==> src/rtl/i2cm_pkg.sv <==
// shared types and constants for the i2c master byte engine
// no dependencies
package i2cm_pkg;

	localparam int HALF_W = 16;
	localparam int TIMER_WIDTH_DEF = 16;
	localparam logic [HALF_W-1:0] HALF_RESET = 16'd8;
	localparam logic [3:0] BITS_PER_BYTE = 4'd8;

	// command codes
	typedef enum logic [1:0] {
		OP_START = 2'd0,
		OP_STOP  = 2'd1,
		OP_WRITE = 2'd2,
		OP_READ  = 2'd3
	} op_t;

	// bus phases, one-hot
	typedef enum logic [16:0] {
		PH_IDLE       = 17'b00000000000000001,
		PH_ST_REL_SDA = 17'b00000000000000010,
		PH_ST_REL_SCL = 17'b00000000000000100,
		PH_ST_SDA_LOW = 17'b00000000000001000,
		PH_SP_LOW     = 17'b00000000000010000,
		PH_SP_REL_SCL = 17'b00000000000100000,
		PH_SP_REL_SDA = 17'b00000000001000000,
		PH_WR_LOW     = 17'b00000000010000000,
		PH_WR_HIGH    = 17'b00000000100000000,
		PH_WA_LOW     = 17'b00000001000000000,
		PH_WA_HIGH    = 17'b00000010000000000,
		PH_RD_REL     = 17'b00000100000000000,
		PH_RD_STRETCH = 17'b00001000000000000,
		PH_RD_LOW     = 17'b00010000000000000,
		PH_RD_HIGH    = 17'b00100000000000000,
		PH_RK_LOW     = 17'b01000000000000000,
		PH_RK_HIGH    = 17'b10000000000000000
	} phase_t;

	// one tick of input
	typedef struct packed {
		logic       cmd_valid;
		op_t        operation;
		logic [7:0] write_byte;
		logic       nack_after_read;
		logic       sda_in;
		logic       scl_in;
	} tick_t;

	// one tick of result
	typedef struct packed {
		logic       scl_drive_low;
		logic       sda_drive_low;
		logic       ready_res;
		logic       done_res;
		logic [7:0] read_byte;
		logic       ack_level;
	} res_t;

endpackage

==> src/rtl/i2cm_fsm.sv <==
// phase sequencer of the i2c master: bus state, timer and byte shifter
// depends on i2cm_pkg
module i2cm_fsm import i2cm_pkg::*; #(
	parameter int TIMER_WIDTH = TIMER_WIDTH_DEF
) (
	input  logic              clk,
	input  logic              arst_n,
	input  logic              step,
	input  tick_t             tick,
	input  logic [HALF_W-1:0] half_period,
	output res_t              res
);

	localparam int LOAD_W = (TIMER_WIDTH < HALF_W) ? TIMER_WIDTH : HALF_W;

	phase_t                 phase_q, phase_d;
	logic [3:0]             bits_q, bits_d;
	logic [7:0]             shift_q, shift_d;
	logic [TIMER_WIDTH-1:0] timer_q, timer_d;
	logic                   nack_q, nack_d;
	logic [7:0]             last_read_q, last_read_d;
	logic                   last_ack_q, last_ack_d;
	logic                   scl_low_q, scl_low_d;
	logic                   sda_low_q, sda_low_d;
	logic                   done;
	logic [TIMER_WIDTH-1:0] load_v;
	logic [7:0]             shift_next;
	logic [3:0]             bits_next;

	// phase length, zero counts as one tick
	always_comb begin
		load_v = '0;
		load_v[LOAD_W-1:0] = half_period[LOAD_W-1:0];
		if (load_v == '0) begin
			load_v = TIMER_WIDTH'(1);
		end
	end

	// next state for one tick
	always_comb begin
		phase_d     = phase_q;
		bits_d      = bits_q;
		shift_d     = shift_q;
		timer_d     = timer_q;
		nack_d      = nack_q;
		last_read_d = last_read_q;
		last_ack_d  = last_ack_q;
		scl_low_d   = scl_low_q;
		sda_low_d   = sda_low_q;
		done        = 1'b0;
		bits_next   = bits_q + 4'd1;
		shift_next  = {shift_q[6:0], 1'b0};

		if (phase_q == PH_IDLE) begin
			if (tick.cmd_valid) begin
				bits_d  = '0;
				timer_d = load_v;
				unique case (tick.operation)
					OP_START: begin
						phase_d   = PH_ST_REL_SDA;
						sda_low_d = 1'b0;
					end
					OP_STOP: begin
						phase_d   = PH_SP_LOW;
						scl_low_d = 1'b1;
						sda_low_d = 1'b1;
					end
					OP_WRITE: begin
						phase_d   = PH_WR_LOW;
						shift_d   = tick.write_byte;
						scl_low_d = 1'b1;
						sda_low_d = ~tick.write_byte[7];
					end
					OP_READ: begin
						phase_d   = PH_RD_REL;
						shift_d   = '0;
						nack_d    = tick.nack_after_read;
						scl_low_d = 1'b0;
						sda_low_d = 1'b0;
					end
					default: ;
				endcase
			end
		end else if (phase_q == PH_RD_STRETCH) begin
			// slave may hold scl low, no timeout
			if (tick.scl_in) begin
				phase_d   = PH_RD_LOW;
				scl_low_d = 1'b1;
				sda_low_d = 1'b0;
				timer_d   = load_v;
			end
		end else if (timer_q > TIMER_WIDTH'(1)) begin
			timer_d = timer_q - TIMER_WIDTH'(1);
		end else begin
			timer_d = load_v;
			unique case (phase_q)
				PH_ST_REL_SDA: begin
					phase_d   = PH_ST_REL_SCL;
					scl_low_d = 1'b0;
					sda_low_d = 1'b0;
				end
				PH_ST_REL_SCL: begin
					phase_d   = PH_ST_SDA_LOW;
					scl_low_d = 1'b0;
					sda_low_d = 1'b1;
				end
				PH_ST_SDA_LOW: begin
					scl_low_d = 1'b1;
					done      = 1'b1;
				end
				PH_SP_LOW: begin
					phase_d   = PH_SP_REL_SCL;
					scl_low_d = 1'b0;
					sda_low_d = 1'b1;
				end
				PH_SP_REL_SCL: begin
					phase_d   = PH_SP_REL_SDA;
					scl_low_d = 1'b0;
					sda_low_d = 1'b0;
				end
				PH_SP_REL_SDA: begin
					done = 1'b1;
				end
				PH_WR_LOW: begin
					phase_d   = PH_WR_HIGH;
					scl_low_d = 1'b0;
				end
				PH_WR_HIGH: begin
					shift_d   = shift_next;
					bits_d    = bits_next;
					scl_low_d = 1'b1;
					if (bits_next >= BITS_PER_BYTE) begin
						phase_d   = PH_WA_LOW;
						sda_low_d = 1'b0;
					end else begin
						phase_d   = PH_WR_LOW;
						sda_low_d = ~shift_next[7];
					end
				end
				PH_WA_LOW: begin
					phase_d   = PH_WA_HIGH;
					scl_low_d = 1'b0;
					sda_low_d = 1'b0;
				end
				PH_WA_HIGH: begin
					last_ack_d = tick.sda_in;
					scl_low_d  = 1'b1;
					done       = 1'b1;
				end
				PH_RD_REL: begin
					phase_d = PH_RD_STRETCH;
					timer_d = '0;
				end
				PH_RD_LOW: begin
					phase_d   = PH_RD_HIGH;
					scl_low_d = 1'b0;
					sda_low_d = 1'b0;
				end
				PH_RD_HIGH: begin
					// sample on the last tick of scl high
					shift_d   = {shift_q[6:0], tick.sda_in};
					bits_d    = bits_next;
					scl_low_d = 1'b1;
					if (bits_next >= BITS_PER_BYTE) begin
						phase_d   = PH_RK_LOW;
						sda_low_d = ~nack_q;
					end else begin
						phase_d   = PH_RD_LOW;
						sda_low_d = 1'b0;
					end
				end
				PH_RK_LOW: begin
					phase_d   = PH_RK_HIGH;
					scl_low_d = 1'b0;
				end
				PH_RK_HIGH: begin
					scl_low_d   = 1'b1;
					last_read_d = shift_q;
					done        = 1'b1;
				end
				default: begin
					phase_d = PH_IDLE;
				end
			endcase
			if (done) begin
				phase_d = PH_IDLE;
				timer_d = '0;
			end
		end
	end

	// state registers, updated once per processed tick
	always_ff @(posedge clk or negedge arst_n) begin
		if (!arst_n) begin
			phase_q     <= PH_IDLE;
			bits_q      <= '0;
			shift_q     <= '0;
			timer_q     <= '0;
			nack_q      <= 1'b0;
			last_read_q <= '0;
			last_ack_q  <= 1'b1;
			scl_low_q   <= 1'b0;
			sda_low_q   <= 1'b0;
		end else if (step) begin
			phase_q     <= phase_d;
			bits_q      <= bits_d;
			shift_q     <= shift_d;
			timer_q     <= timer_d;
			nack_q      <= nack_d;
			last_read_q <= last_read_d;
			last_ack_q  <= last_ack_d;
			scl_low_q   <= scl_low_d;
			sda_low_q   <= sda_low_d;
		end
	end

	// result shows the state after this tick
	always_comb begin
		res.scl_drive_low = scl_low_d;
		res.sda_drive_low = sda_low_d;
		res.ready_res     = (phase_d == PH_IDLE);
		res.done_res      = done;
		res.read_byte     = last_read_d;
		res.ack_level     = last_ack_d;
	end

endmodule

==> src/rtl/i2c_master_byte_engine.sv <==
// top level of the i2c master byte engine: handshake, config, input and result registers
// depends on i2cm_pkg and i2cm_fsm
//
// channel  | handshake          | payload
// ---------+--------------------+---------------------------------------------
// input    | in_valid/in_ready  | cmd_valid operation write_byte
//          |                    | nack_after_read sda_in scl_in
// result   | out_valid/out_ready| scl_drive_low sda_drive_low ready_res
//          |                    | done_res read_byte ack_level
// config   | cfg_write_en       | cfg_write_data (half period, ticks)
//
// one item per cycle while the result is not stalled: an item is held in the input
// register, the phase sequencer updates from it, and the result is registered in the
// output register.
// reset clears the sequencer state, not the result register; half period resets to 8.
// a stalled result holds the input register, which then holds the input channel.
module i2c_master_byte_engine import i2cm_pkg::*; #(
	parameter int TIMER_WIDTH = TIMER_WIDTH_DEF
) (
	input  logic              clk,
	input  logic              arst_n,
	input  logic              in_valid,
	output logic              in_ready,
	input  logic              cmd_valid,
	input  logic [1:0]        operation,
	input  logic [7:0]        write_byte,
	input  logic              nack_after_read,
	input  logic              sda_in,
	input  logic              scl_in,
	output logic              out_valid,
	input  logic              out_ready,
	output logic              scl_drive_low,
	output logic              sda_drive_low,
	output logic              ready_res,
	output logic              done_res,
	output logic [7:0]        read_byte,
	output logic              ack_level,
	input  logic              cfg_write_en,
	input  logic [HALF_W-1:0] cfg_write_data
);

	logic [HALF_W-1:0] half_q;
	logic              valid_s1;
	tick_t             tick_s1;
	logic              valid_s2;
	res_t              res_s2;
	res_t              res;
	logic              out_free;
	logic              step;

	// configuration register
	always_ff @(posedge clk or negedge arst_n) begin
		if (!arst_n) begin
			half_q <= HALF_RESET;
		end else if (cfg_write_en) begin
			half_q <= cfg_write_data;
		end
	end

	// flow control
	assign out_free = !valid_s2 || out_ready;
	assign step     = valid_s1 && out_free;
	assign in_ready = !valid_s1 || out_free;

	// input register
	always_ff @(posedge clk or negedge arst_n) begin
		if (!arst_n) begin
			valid_s1 <= 1'b0;
		end else if (in_ready) begin
			valid_s1 <= in_valid;
		end
	end

	always_ff @(posedge clk) begin
		if (in_ready && in_valid) begin
			tick_s1.cmd_valid       <= cmd_valid;
			tick_s1.operation       <= op_t'(operation);
			tick_s1.write_byte      <= write_byte;
			tick_s1.nack_after_read <= nack_after_read;
			tick_s1.sda_in          <= sda_in;
			tick_s1.scl_in          <= scl_in;
		end
	end

	i2cm_fsm #(
		.TIMER_WIDTH(TIMER_WIDTH)
	) u_fsm (
		.clk         (clk),
		.arst_n      (arst_n),
		.step        (step),
		.tick        (tick_s1),
		.half_period (half_q),
		.res         (res)
	);

	// result register
	always_ff @(posedge clk or negedge arst_n) begin
		if (!arst_n) begin
			valid_s2 <= 1'b0;
		end else if (out_free) begin
			valid_s2 <= valid_s1;
		end
	end

	always_ff @(posedge clk) begin
		if (step) begin
			res_s2 <= res;
		end
	end

	assign out_valid     = valid_s2;
	assign scl_drive_low = res_s2.scl_drive_low;
	assign sda_drive_low = res_s2.sda_drive_low;
	assign ready_res     = res_s2.ready_res;
	assign done_res      = res_s2.done_res;
	assign read_byte     = res_s2.read_byte;
	assign ack_level     = res_s2.ack_level;

endmodule

==> config.mk <==
export PLATFORM = sky130hd
export DESIGN_NAME = i2c_master_byte_engine
export DESIGN_NICKNAME = d
export VERILOG_FILES = /design/src/rtl/i2cm_pkg.sv /design/src/rtl/i2cm_fsm.sv /design/src/rtl/i2c_master_byte_engine.sv
export SDC_FILE = /design/constraint.sdc
export NUM_CORES = 1
export LEC_CHECK = 0
export ABC_AREA = 1
export BUFFER_PORTS_ARGS = -buffer_cell sky130_fd_sc_hd__buf_2
export CAP_MARGIN = 40
export CORE_ASPECT_RATIO = 0.5
export CORE_MARGIN = 8
export CORE_UTILIZATION = 35
export CTS_CLUSTER_DIAMETER = 120
export DETAILED_ROUTE_END_ITERATION = 8
export HOLD_SLACK_MARGIN = 0.05
export PLACE_DENSITY = 0.64
export SLEW_MARGIN = 20
export SYNTH_ARGS = -nofsm -noshare
export SYNTH_HDL_FRONTEND = slang
export SYNTH_HIERARCHICAL = 1
export SYNTH_SLANG_ARGS = --single-unit
==> constraint.sdc <==
create_clock -name clk -period 2.3 [get_ports clk]
set_clock_uncertainty 0.2 [all_clocks]
set_input_delay 0.575 -clock clk [delete_from_list [all_inputs] [get_ports clk]]
set_output_delay 0.575 -clock clk [all_outputs]
set_load 0.05 [all_outputs]
Word level (Yosys, flattened, before mapping)
Index checks and enable logic that the tools add are counted.

Flip-flop bits (word level): 102. Input port bits: 35. Output and inout port bits: 15.

Add/sub/neg operators: 2. Magnitude comparators: 2. Equal/unequal tests: 26. Multiplexer cells: 57. Bitwise operators: 3. Reduce and logical (&&, ||, !) cells: 23.

Operators with widths (number): $pmux W17 S12 (1); $mux W16 (9); $mux W17 (6); $pmux W17 S4 (1); $mux W8 (8); $eq A17 B1 Y1 const B (2); $pmux W8 S2 (2); $mux W1 (20); $mux W4 (5); $eq A17 B10 Y1 const B (1); $eq A17 B11 Y1 const B (1); $eq A17 B12 Y1 const B (1); $eq A17 B13 Y1 const B (1); $eq A17 B14 Y1 const B (1); $eq A17 B15 Y1 const B (1); $eq A17 B16 Y1 const B (1); $eq A17 B17 Y1 const B (1); $eq A17 B2 Y1 const B (1); $eq A17 B3 Y1 const B (1); $eq A17 B4 Y1 const B (1); $eq A17 B5 Y1 const B (1); $eq A17 B6 Y1 const B (1); $eq A17 B7 Y1 const B (1); $eq A17 B8 Y1 const B (1); 32 further kinds (44).

Longest topological paths before layout
Gate-level depths: netlist of the first run.

Depth after elaboration: 11. Gate-level depth with buffers: 15. Gate-level depth less buffers: 15.

Cells and area by module
Netlist of the first run, hierarchy kept.

Modules (own cells, without submodules): i2cm_fsm (instances 1, cells an instance 651, area each 4483.0 um2, seq. area each 1428.9 um2); i2c_master_byte_engine (instances 1, cells an instance 106, area each 1551.5 um2, seq. area each 1262.5 um2).

Least setup slack after synthesis of the first run
Ideal clock, no wire load.

Path type: register to register. From: reg valid_s2 (netlist: out_valid). To: reg u_fsm.timer_q[14]. Library setup time: 0.079 ns. Arrival time: 2.596 ns. Path slack: -0.576 ns. Cell stages (with the launch flop): 7. Buffers on the path: 2. Clock period less this slack: 2.876 ns. Cell sequence: dfrtp_1 a21oi_1 clkbuf_1 inv_1 nor2_2 clkbuf_1 a2bb2oi_1.

Word-level cells in the longest chain between the ends: 4.

Ends and longest elaborated chain: start, declared (RTL line i2c_master_byte_engine.sv:45) `logic valid_s2;`; start signal, assigned (RTL line i2c_master_byte_engine.sv:101) `valid_s2 <= valid_s1;`; $logic_not A1 Y1 (RTL line i2c_master_byte_engine.sv:61) `assign out_free = !valid_s2 || out_ready;`; $logic_or A1 B1 Y1 (RTL line i2c_master_byte_engine.sv:61); $logic_and A1 B1 Y1 (RTL line i2c_master_byte_engine.sv:62) `assign step = valid_s1 && out_free;`; named net step (RTL line i2c_master_byte_engine.sv:49) `logic step;`; $reduce_and A3 Y1 (no source line); end signal, assigned (RTL line i2cm_fsm.sv:208) `timer_q <= timer_d;`; end, declared (RTL line i2cm_fsm.sv:19) `logic [TIMER_WIDTH-1:0] timer_q, timer_d;`.

The timed path passes the listed nets, and every way through them passes these cells. A chain may end at the register's enable or synchronous reset.

Worst setup path in the final report of the first run
From: reg u_fsm.timer_q[1]. To: reg u_fsm.timer_q[0].

Word-level cells in the longest chain between the ends: 4.

Ends and longest elaborated chain: $gt A16 B1 Y1 (RTL line i2cm_fsm.sv:92) `end else if (timer_q > TIMER_WIDTH'(1)) begin`; $mux W16 (RTL line i2cm_fsm.sv:92); $mux W16 (RTL line i2cm_fsm.sv:84) `end else if (phase_q == PH_RD_STRETCH) begin`; $mux W16 (RTL line i2cm_fsm.sv:54) `if (phase_q == PH_IDLE) begin`.

No other way between the ends.

==> results of run 1 <==
[what timing repair did]
action,in CTS,in global routing
resized for setup,7,100
gates cloned,0,5
hold endpoints to repair,18,0
setup endpoints to repair,51,58
pin swaps,2,26
hold buffers,1,0
buffers inserted,4,25
[through the flow]
step                power (uW)  hold slack, ns  util [%]
finish                    4460           0.193      47.6
global route              4660           0.188      47.6
CTS                       4390           0.185      43.8
detailed placement        2840           0.261      41.6
global placement          2830           0.257      41.6
floorplan                 2500          0.0794         -
[cell type report]
type	instances	area, um^2
Sequential cell	102	2690
Fill cell	1619	8980
Inverter	95	367
Clock inverter	7	63.8
Multi-Input combinational cell	533	3140
Clock buffer	9	225
Tap cell	234	293
Timing Repair inverter	2	12.5
Timing Repair Buffer	173	1360
[synthesized netlist by cell type, drive strengths merged (2+ instances only)]
cell type  count  share of area, %
a21oi         26               2.5
nand4         15               2.3
dfstp          3               1.3
nor2          98               7.3
edfxtp        27                13
a22oi          3              0.37
xor2           7               1.0
xnor2          2              0.29
buf           23               3.1
a21boi         2              0.25
and2           2              0.21
a31oi          6              0.62
o22ai          9              0.93
inv           95               6.0
dfrtp         72                30
nand3         63               5.5
a2bb2oi        9               1.3
nor3           8               1.0
nand2        192                12
nor4           5              0.52
o21ai         63               6.0
o2111ai        2              0.29
or2            2              0.21
nand3b         3              0.37
ha             7               1.5
o211ai         3              0.37
clkbuf         5              0.31
[critical path, stage by stage (launching register included)]
cell and delay (ns):
dfrtp_1 0.39, inv_2 0.10, ha_4 0.14, nand2_2 0.09, inv_2 0.08, nand2_2 0.09, nor2_2 0.13, o21ai_1 0.09
buf_4 0.19, nor2_2 0.15, nand2_1 0.08, nand2_2 0.11, nand2_1 0.10, a22oi_1 0.20
[registers in the layout, indices dropped and copies added (netlist names), 4 cells and up]
signal             cells
u_fsm/last_read_q      8
u_fsm/shift_q          8
u_fsm/bits_q           4
u_fsm/phase_q         17
half_q                16
u_fsm/timer_q         16
read_byte              8
tick_s1               14
[kinds of logic (layout without fill, tap and decap cells)]
kind of cell,Yosys count,after routing,synth area share (%)
AOI/OAI and AO/OA,125,126,13.1
buffers and inverters,123,286,9.39
and+or+nand+nor,389,389,29.8
DFF,102,102,44.6
muxes,2,2,0.352
xor gates and xnor gates,9,9,1.31
adders and majority gates,7,7,1.45
[final timing paths]
check                                    to  slack [ns]  depth (start not counted)
min in group asynchronous        half_q[10]        0.46                          2
max in group asynchronous  u_fsm/last_ack_q        0.86                          3
setup / recovery           u_fsm/timer_q[0]        0.06                         13
setup reg to reg           u_fsm/timer_q[0]        0.06                         13
hold / removal                   tick_s1[9]        0.19                          1
hold reg to reg            u_fsm/last_ack_q        0.27                          2
[power groups by stage]
stage	Sequential (uW)	Combinational (uW)	Clock, uW
2_1_floorplan	2140	364	0
3_3_place_gp	2090	735	0
3_5_place_dp	2100	740	0
4_1_cts	2060	747	1580
5_1_grt	2080	928	1650
6_report	2060	849	1550
[per-layer routing]
metal	global-route usage (%)	wire [um]
met5	0	0
met4	3.68	173
met3	2.58	800
met2	24.3	8190
met1	20.9	8520
==> results.cfg, run 1 <==
[status]
status = completed

[clock_tree]
cts-root-buf = clkbuf_16
numCtsBuffers = 9
cts_tree = done
clkTransAtPathRegs_ns = 0.08
cts.sinks = 102
cts.path.max_buffers = 2
h-tree-depth = 3
clock_latency_ns = 0.35

[final_layout]
layout_common_cells = nand2_1 (172), buf_4 (104), inv_1 (87)
fin_cells = 1155
antenna_cells = 0
final_common_cell = nand2_1
layout-drive-gt1-share_pct = 34.4
final_area_um2 = 8160
nNetsFinal = 958
syn_to_final_growth_pct = 35.2

[die]
start_util_pct = 35.2
chipWidth_um = 202
dieArea_um2 = 22000
ios = 50
fp-row-count = 34
die_h_um = 109
core_region_area_um2 = 17100

[placement]
numPortBuffers = 49
hpwl_mm = 12.2
pre_cts_slack_ns = -0.198
finalWeightedCongestion = 0.905
dp.cells = 1105
dpl_cell_area_um2 = 7130

[power]
p_seq_share_pct = 46.2
power_density_nw_per_um2 = 547
power_switching_uw = 1370
p_leak_uw = 0.00385
cell_internal_pwr_uw = 3090
pwr-share-clk_pct = 34.7
ir_drop_mv = 0.311
p_sw_share_pct = 30.8
combPwrFrac_pct = 19.0

[logic_synthesis]
avgSynthCellArea_um2 = 7.97
dominantRegCellSynth = dfrtp_1
synth_edf_count = 27
synth_warnings = 6
synth_area_um2 = 6030
async_reset_ff_share_pct = 73.5
synth.distinct_cells = 51
syn_inst = 757
synth-seq-area-share_pct = 44.6
synth_nets = 799
ys_ff_latch = 102

[sta]
hold_violations = 0
setup_viol = 0
tns_ns = 0
setup_ws_ns = 0.0563
relSlewSlack_pct = 61.2
fin_crit_ns = 2.24
rsz0062_at_grt = true
min_period_over_period_pct = 97.6
fmax_ghz = 0.446
worstMarginPinSlew_ns = 0.577
slew_viol_final = 0

[routing]
routedWlPerCell_um = 15.3
drt_first_iter_violations = 567
ant_nets = 0
drc = 0
dr.pass1.iters = 5
vias_per_cell = 4.92
num_vias = 5681
routed_wl_mm = 17.7

[grt]
grt_pass1_wl_mm = 27.0
grt_pass1_vias = 5366
antenna_found_initial = 0
track_usage_pct = 15.0
grt_max_degree = 38
overflow = 0

[worst_setup_path]
critPathArrivalTime_ns = 2.30
worstReg2RegStart = u_fsm/timer_q[1]
end_kind = register
timing.critical_path.from = u_fsm/timer_q[1]
worst_ep_required_time_ns = 2.35
startpoint_type = register
crit_type = register to register
crit_fanout = 5

[job]
max_cap_viol_count = 0

[worst_hold_path]
holdCritPathClass = input pin to register
holdCritStartpoint = write_byte[6]
No activity file was read; power rests on OpenSTA's default activity.
==> inputs of run 2 (changes only) <==
Settings changed: CORE_UTILIZATION 35 to 50, PLACE_DENSITY 0.64 to 0.82.
==> results.cfg, run 2 (same netlist as run 1, synthesis figures left out) <==
[placement]
pre_cts_slack_ns = -0.0119
hpwl_mm = 11.8
dp.cells = 1029
finalWeightedCongestion = 0.953
numPortBuffers = 49

[worst_setup_path]
reg2regPathDepth = 8
end_kind = register
r2r_slack_ns = 0.07
worstReg2RegStart = u_fsm/phase_q[0]
startpoint_type = register
worst_ep_required_time_ns = 2.32
critPathArrivalTime_ns = 2.25
crit_type = register to register
crit_fanout = 6
worst_r2r_endpoint = u_fsm/bits_q[0]

[status]
status = completed

[clock_tree]
numCtsBuffers = 9
cts_tree = done
cts.sinks = 102
h-tree-depth = 3
cts-root-buf = clkbuf_16
cts.path.max_buffers = 2
clkTransAtPathRegs_ns = 0.07
clock_latency_ns = 0.35

[grt]
overflow = 0
grt_max_degree = 46
track_usage_pct = 20.0
antenna_found_initial = 0
grt_pass1_wl_mm = 25.8
grt_pass1_vias = 5399

[routing]
vias_per_cell = 5.41
num_vias = 5694
drc = 0
ant_nets = 0
drt_first_iter_violations = 657
dr.pass1.iters = 6
routedWlPerCell_um = 15.4
routed_wl_mm = 16.3

[sta]
hold_violations = 0
slew_viol_final = 0
setup_ws_ns = 0.0680
worstMarginPinSlew_ns = 0.531
relSlewSlack_pct = 64.6
setup_viol = 0
fmax_ghz = 0.448
fin_crit_ns = 2.23
rsz0062_at_grt = true
min_period_over_period_pct = 97.0

[final_layout]
layout_common_cells = nand2_1 (176), inv_1 (90), buf_4 (84)
fin_util_pct = 64.0
final_common_cell = nand2_1
regMostFlops = u_fsm/phase_q
largest_register_ffs = 17
syn_to_final_growth_pct = 25.2
nNetsFinal = 925
multiInputGateArea_um2 = 2940
top_regs = u_fsm/phase_q (17), half_q (16), u_fsm/timer_q (16)
fin_cells = 1053
fillers = 956
seqCellArea_um2 = 2690
antenna_cells = 0
layout-drive-gt1-share_pct = 28.4

[die]
fp-row-count = 28
ios = 50
chipWidth_um = 171
die_h_um = 93.7
start_util_pct = 51.1
core_region_area_um2 = 11800
dieArea_um2 = 16100

[power]
ir_drop_mv = 0.391
p_leak_uw = 0.00363
power_density_nw_per_um2 = 588

[worst_hold_path]
holdCritPathClass = input pin to register
holdCritStartpoint = sda_in
whs_endpoint = tick_s1[1]
timing.hold.worst_path_depth = 1

[job]
max_cap_viol_count = 0
==> run 2: layout make-up <==
cell class,count,area share [%]
Clock buffer,9,2.98
Timing Repair Buffer,143,13.9
Clock inverter,7,1.13
Multi-Input combinational cell,532,38.9
Tap cell,165,2.73
Inverter,95,4.79
Sequential cell,102,35.7
==> run 2: timing repair <==
item / 4_1_cts / 5_1_grt
hold endpoints to repair: 29 / 0
setup endpoints to repair: 8 / 54
cloned: 0 / 0
resized for setup: 4 / 42
pin swaps: 1 / 9
buffers inserted: 0 / 7
hold buffers: 1 / 0
==> run 2: report_power, final <==
group          internal (uW)  switching [uW]  total (uW)
Clock                    871             740        1610
Combinational            299             473         771
Sequential              1980            82.0        2060
Total                   3150            1290        4440
==> run 2: critical path, cell delays in order, from the launching register on <==
cell       delay [ns]
dfstp_2          0.55
inv_1            0.13
nor4_2           0.33
nand3_1          0.17
buf_4            0.18
a21oi_1          0.12
o2111ai_1        0.20
nand2_1          0.13
o21ai_0          0.10
==> run 2: layer usage <==
metal,share of wire [%],GRT usage [%],vias to the layer above
li1,-,-,2742
met3,8.3,4.28,46
met1,43,26.5,2630
met4,2.3,6.83,0
met5,0,0,-
met2,47,32.3,276
==> run 2: per-stage QoR <==
step | power [uW] | TNS [ns] | cell area [um^2] | hold WS, ns
5_1_grt | 4620 | -0.0829 | 7550 | 0.190
6_report | 4440 | 0 | 7550 | 0.199
4_1_cts | 4410 | 0 | 7360 | 0.192
2_1_floorplan | 2500 | 0 | 6050 | 0.0794
3_5_place_dp | 2810 | -0.0252 | 7020 | 0.256
3_3_place_gp | 2790 | 0 | 7020 | 0.252
==> run 2: how the worst max path moves through the flow <==
stage	start	endpoint	slack [ns]
2_1_floorplan	out_ready	u_fsm/timer_q[14]	0.06
3_5_place_dp	u_fsm/timer_q[0]	u_fsm/timer_q[3]	-0.01
5_1_grt	u_fsm/phase_q[15]	ready_res	-0.02
6_report	u_fsm/phase_q[0]	u_fsm/bits_q[0]	0.07
4_1_cts	u_fsm/phase_q[4]	ready_res	0.03
3_3_place_gp	u_fsm/phase_q[3]	u_fsm/timer_q[0]	0.05
==> inputs of run 3 (changes only) <==
Settings changed: PLACE_DENSITY 0.82 to default, PLACE_DENSITY_LB_ADDON from default to 0.3, SKIP_CTS_REPAIR_TIMING from default to 1.
==> results.cfg, run 3 (same netlist as run 1, synthesis figures left out) <==
[worst_setup_path]
crit_fanout = 7
crit_type = register to register
end_kind = register
worst_ep_required_time_ns = 2.21
startpoint_type = register
worstReg2RegStart = u_fsm/timer_q[2]
r2r_slack_ns = -0.002
critPathArrivalTime_ns = 2.21
timing.critical_path.from = u_fsm/timer_q[2]

[sta]
setup_viol = 2
tns_ns = -0.00198
min_period_over_period_pct = 100
rsz0062_at_grt = true
slew_viol_final = 0
fin_crit_ns = 2.30
setup_ws_ns = -0.00157
fmax_ghz = 0.434
relSlewSlack_pct = 69.5
hold_violations = 0
worstMarginPinSlew_ns = 0.458

[routing]
drt_first_iter_violations = 534
ant_nets = 0
vias_per_cell = 5.32
drc = 0
routedWlPerCell_um = 15.7
dr.pass1.iters = 5
num_vias = 5742
routed_wl_mm = 16.9

[clock_tree]
cts-root-buf = clkbuf_16
h-tree-depth = 3
numCtsBuffers = 9
cts_tree = done
clock_latency_ns = 0.35
clkTransAtPathRegs_ns = 0.07
cts.sinks = 102
cts.path.max_buffers = 2

[grt]
grtUsageMet1_pct = 28.1
grt_pass1_vias = 5209
grt_pass1_wl_mm = 25.9
antenna_found_initial = 0
overflow = 0
use_met2_pct = 32.2
grtUsageMet3_pct = 4.57
track_usage_pct = 20.4
grt_max_degree = 33
grt_busiest_layer = met2

[job]
max_cap_viol_count = 0

[worst_hold_path]
holdCritPathClass = input pin to register
holdCritStartpoint = write_byte[4]

[final_layout]
antenna_cells = 0
final_common_cell = nand2_1
syn_to_final_growth_pct = 32.0
fillers = 955
multiInputGateArea_um2 = 3120
top_regs = u_fsm/phase_q (17), half_q (16), u_fsm/timer_q (16)
regMostFlops = u_fsm/phase_q
fin_cells = 1080
layout-drive-gt1-share_pct = 34.1
layout_common_cells = nand2_1 (164), buf_4 (106), inv_1 (87)
largest_register_ffs = 17
seqCellArea_um2 = 2690
nNetsFinal = 952

[placement]
dp.cells = 1032
hpwl_mm = 12.2
finalWeightedCongestion = 0.971
numPortBuffers = 49

[status]
violations = setup timing
status = complete, but fails checks

[die]
die_h_um = 93.7
ios = 50
dieArea_um2 = 16100
core_region_area_um2 = 11800
fp-row-count = 28
chipWidth_um = 171
start_util_pct = 51.1

[power]
p_leak_uw = 0.00379
ir_drop_mv = 0.399
power_density_nw_per_um2 = 544
-- run 3: per-stage QoR --
step	util (%)	cell area, um^2	power [uW]	worst slack (ns)	hold WS (ns)
after floorplan	-	6050	2500	0.0633	0.0794
after global placement	59.5	7030	2760	-0.0303	0.250
after detailed placement	59.5	7030	2770	-0.0816	0.253
after CTS	62.0	7320	4260	-0.0919	-0.0301
after global routing	67.4	7960	4530	-0.114	0.181
final	67.4	7960	4330	-0.00157	0.198
-- run 3: where the power goes --
part / switching (uW) / leakage, uW / total [uW] / internal [uW]
Clock: 726 / 0.000145 / 1490 / 760
Combinational: 482 / 0.00251 / 779 / 297
Sequential: 87.2 / 0.00114 / 2070 / 1980
-- run 3: cell type report --
type,instances,area share [%]
clock buffer,9,2.83
timing repair buffer,169,16.2
multi-input combinational,533,39.2
clock inverter,7,0.817
inverter,95,4.57
sequential,102,33.8
tap,165,2.59
-- run 3: critical path, cell delays in order, from the launching register on --
cell	delay (ns)
dfrtp_1	0.42
nor2_2	0.19
nand2_2	0.10
nor3_4	0.34
o21ai_4	0.16
buf_12	0.17
o21ai_1	0.20
nor2_1	0.10
nand4_1	0.12
nor2_1	0.05
-- run 3: layer usage --
layer / vias to the layer above / share of wire [%]
met1: 2688 / 45
li1: 2792 / -
met4: 0 / 1.6
met5: - / 0
met2: 234 / 46
met3: 28 / 6.7
-- run 3: path summary, 6_finish.rpt --
| path | cells past startpoint | endpoint |
|---|---|---|
| max reg2reg | 9 | ready_res |
| min | 1 | tick_s1[7] |
| max | 9 | ready_res |
| min in group asynchronous | 2 | half_q[14] |
| max in group asynchronous | 3 | u_fsm/last_ack_q |
| min reg2reg | 1 | u_fsm/bits_q[2] |
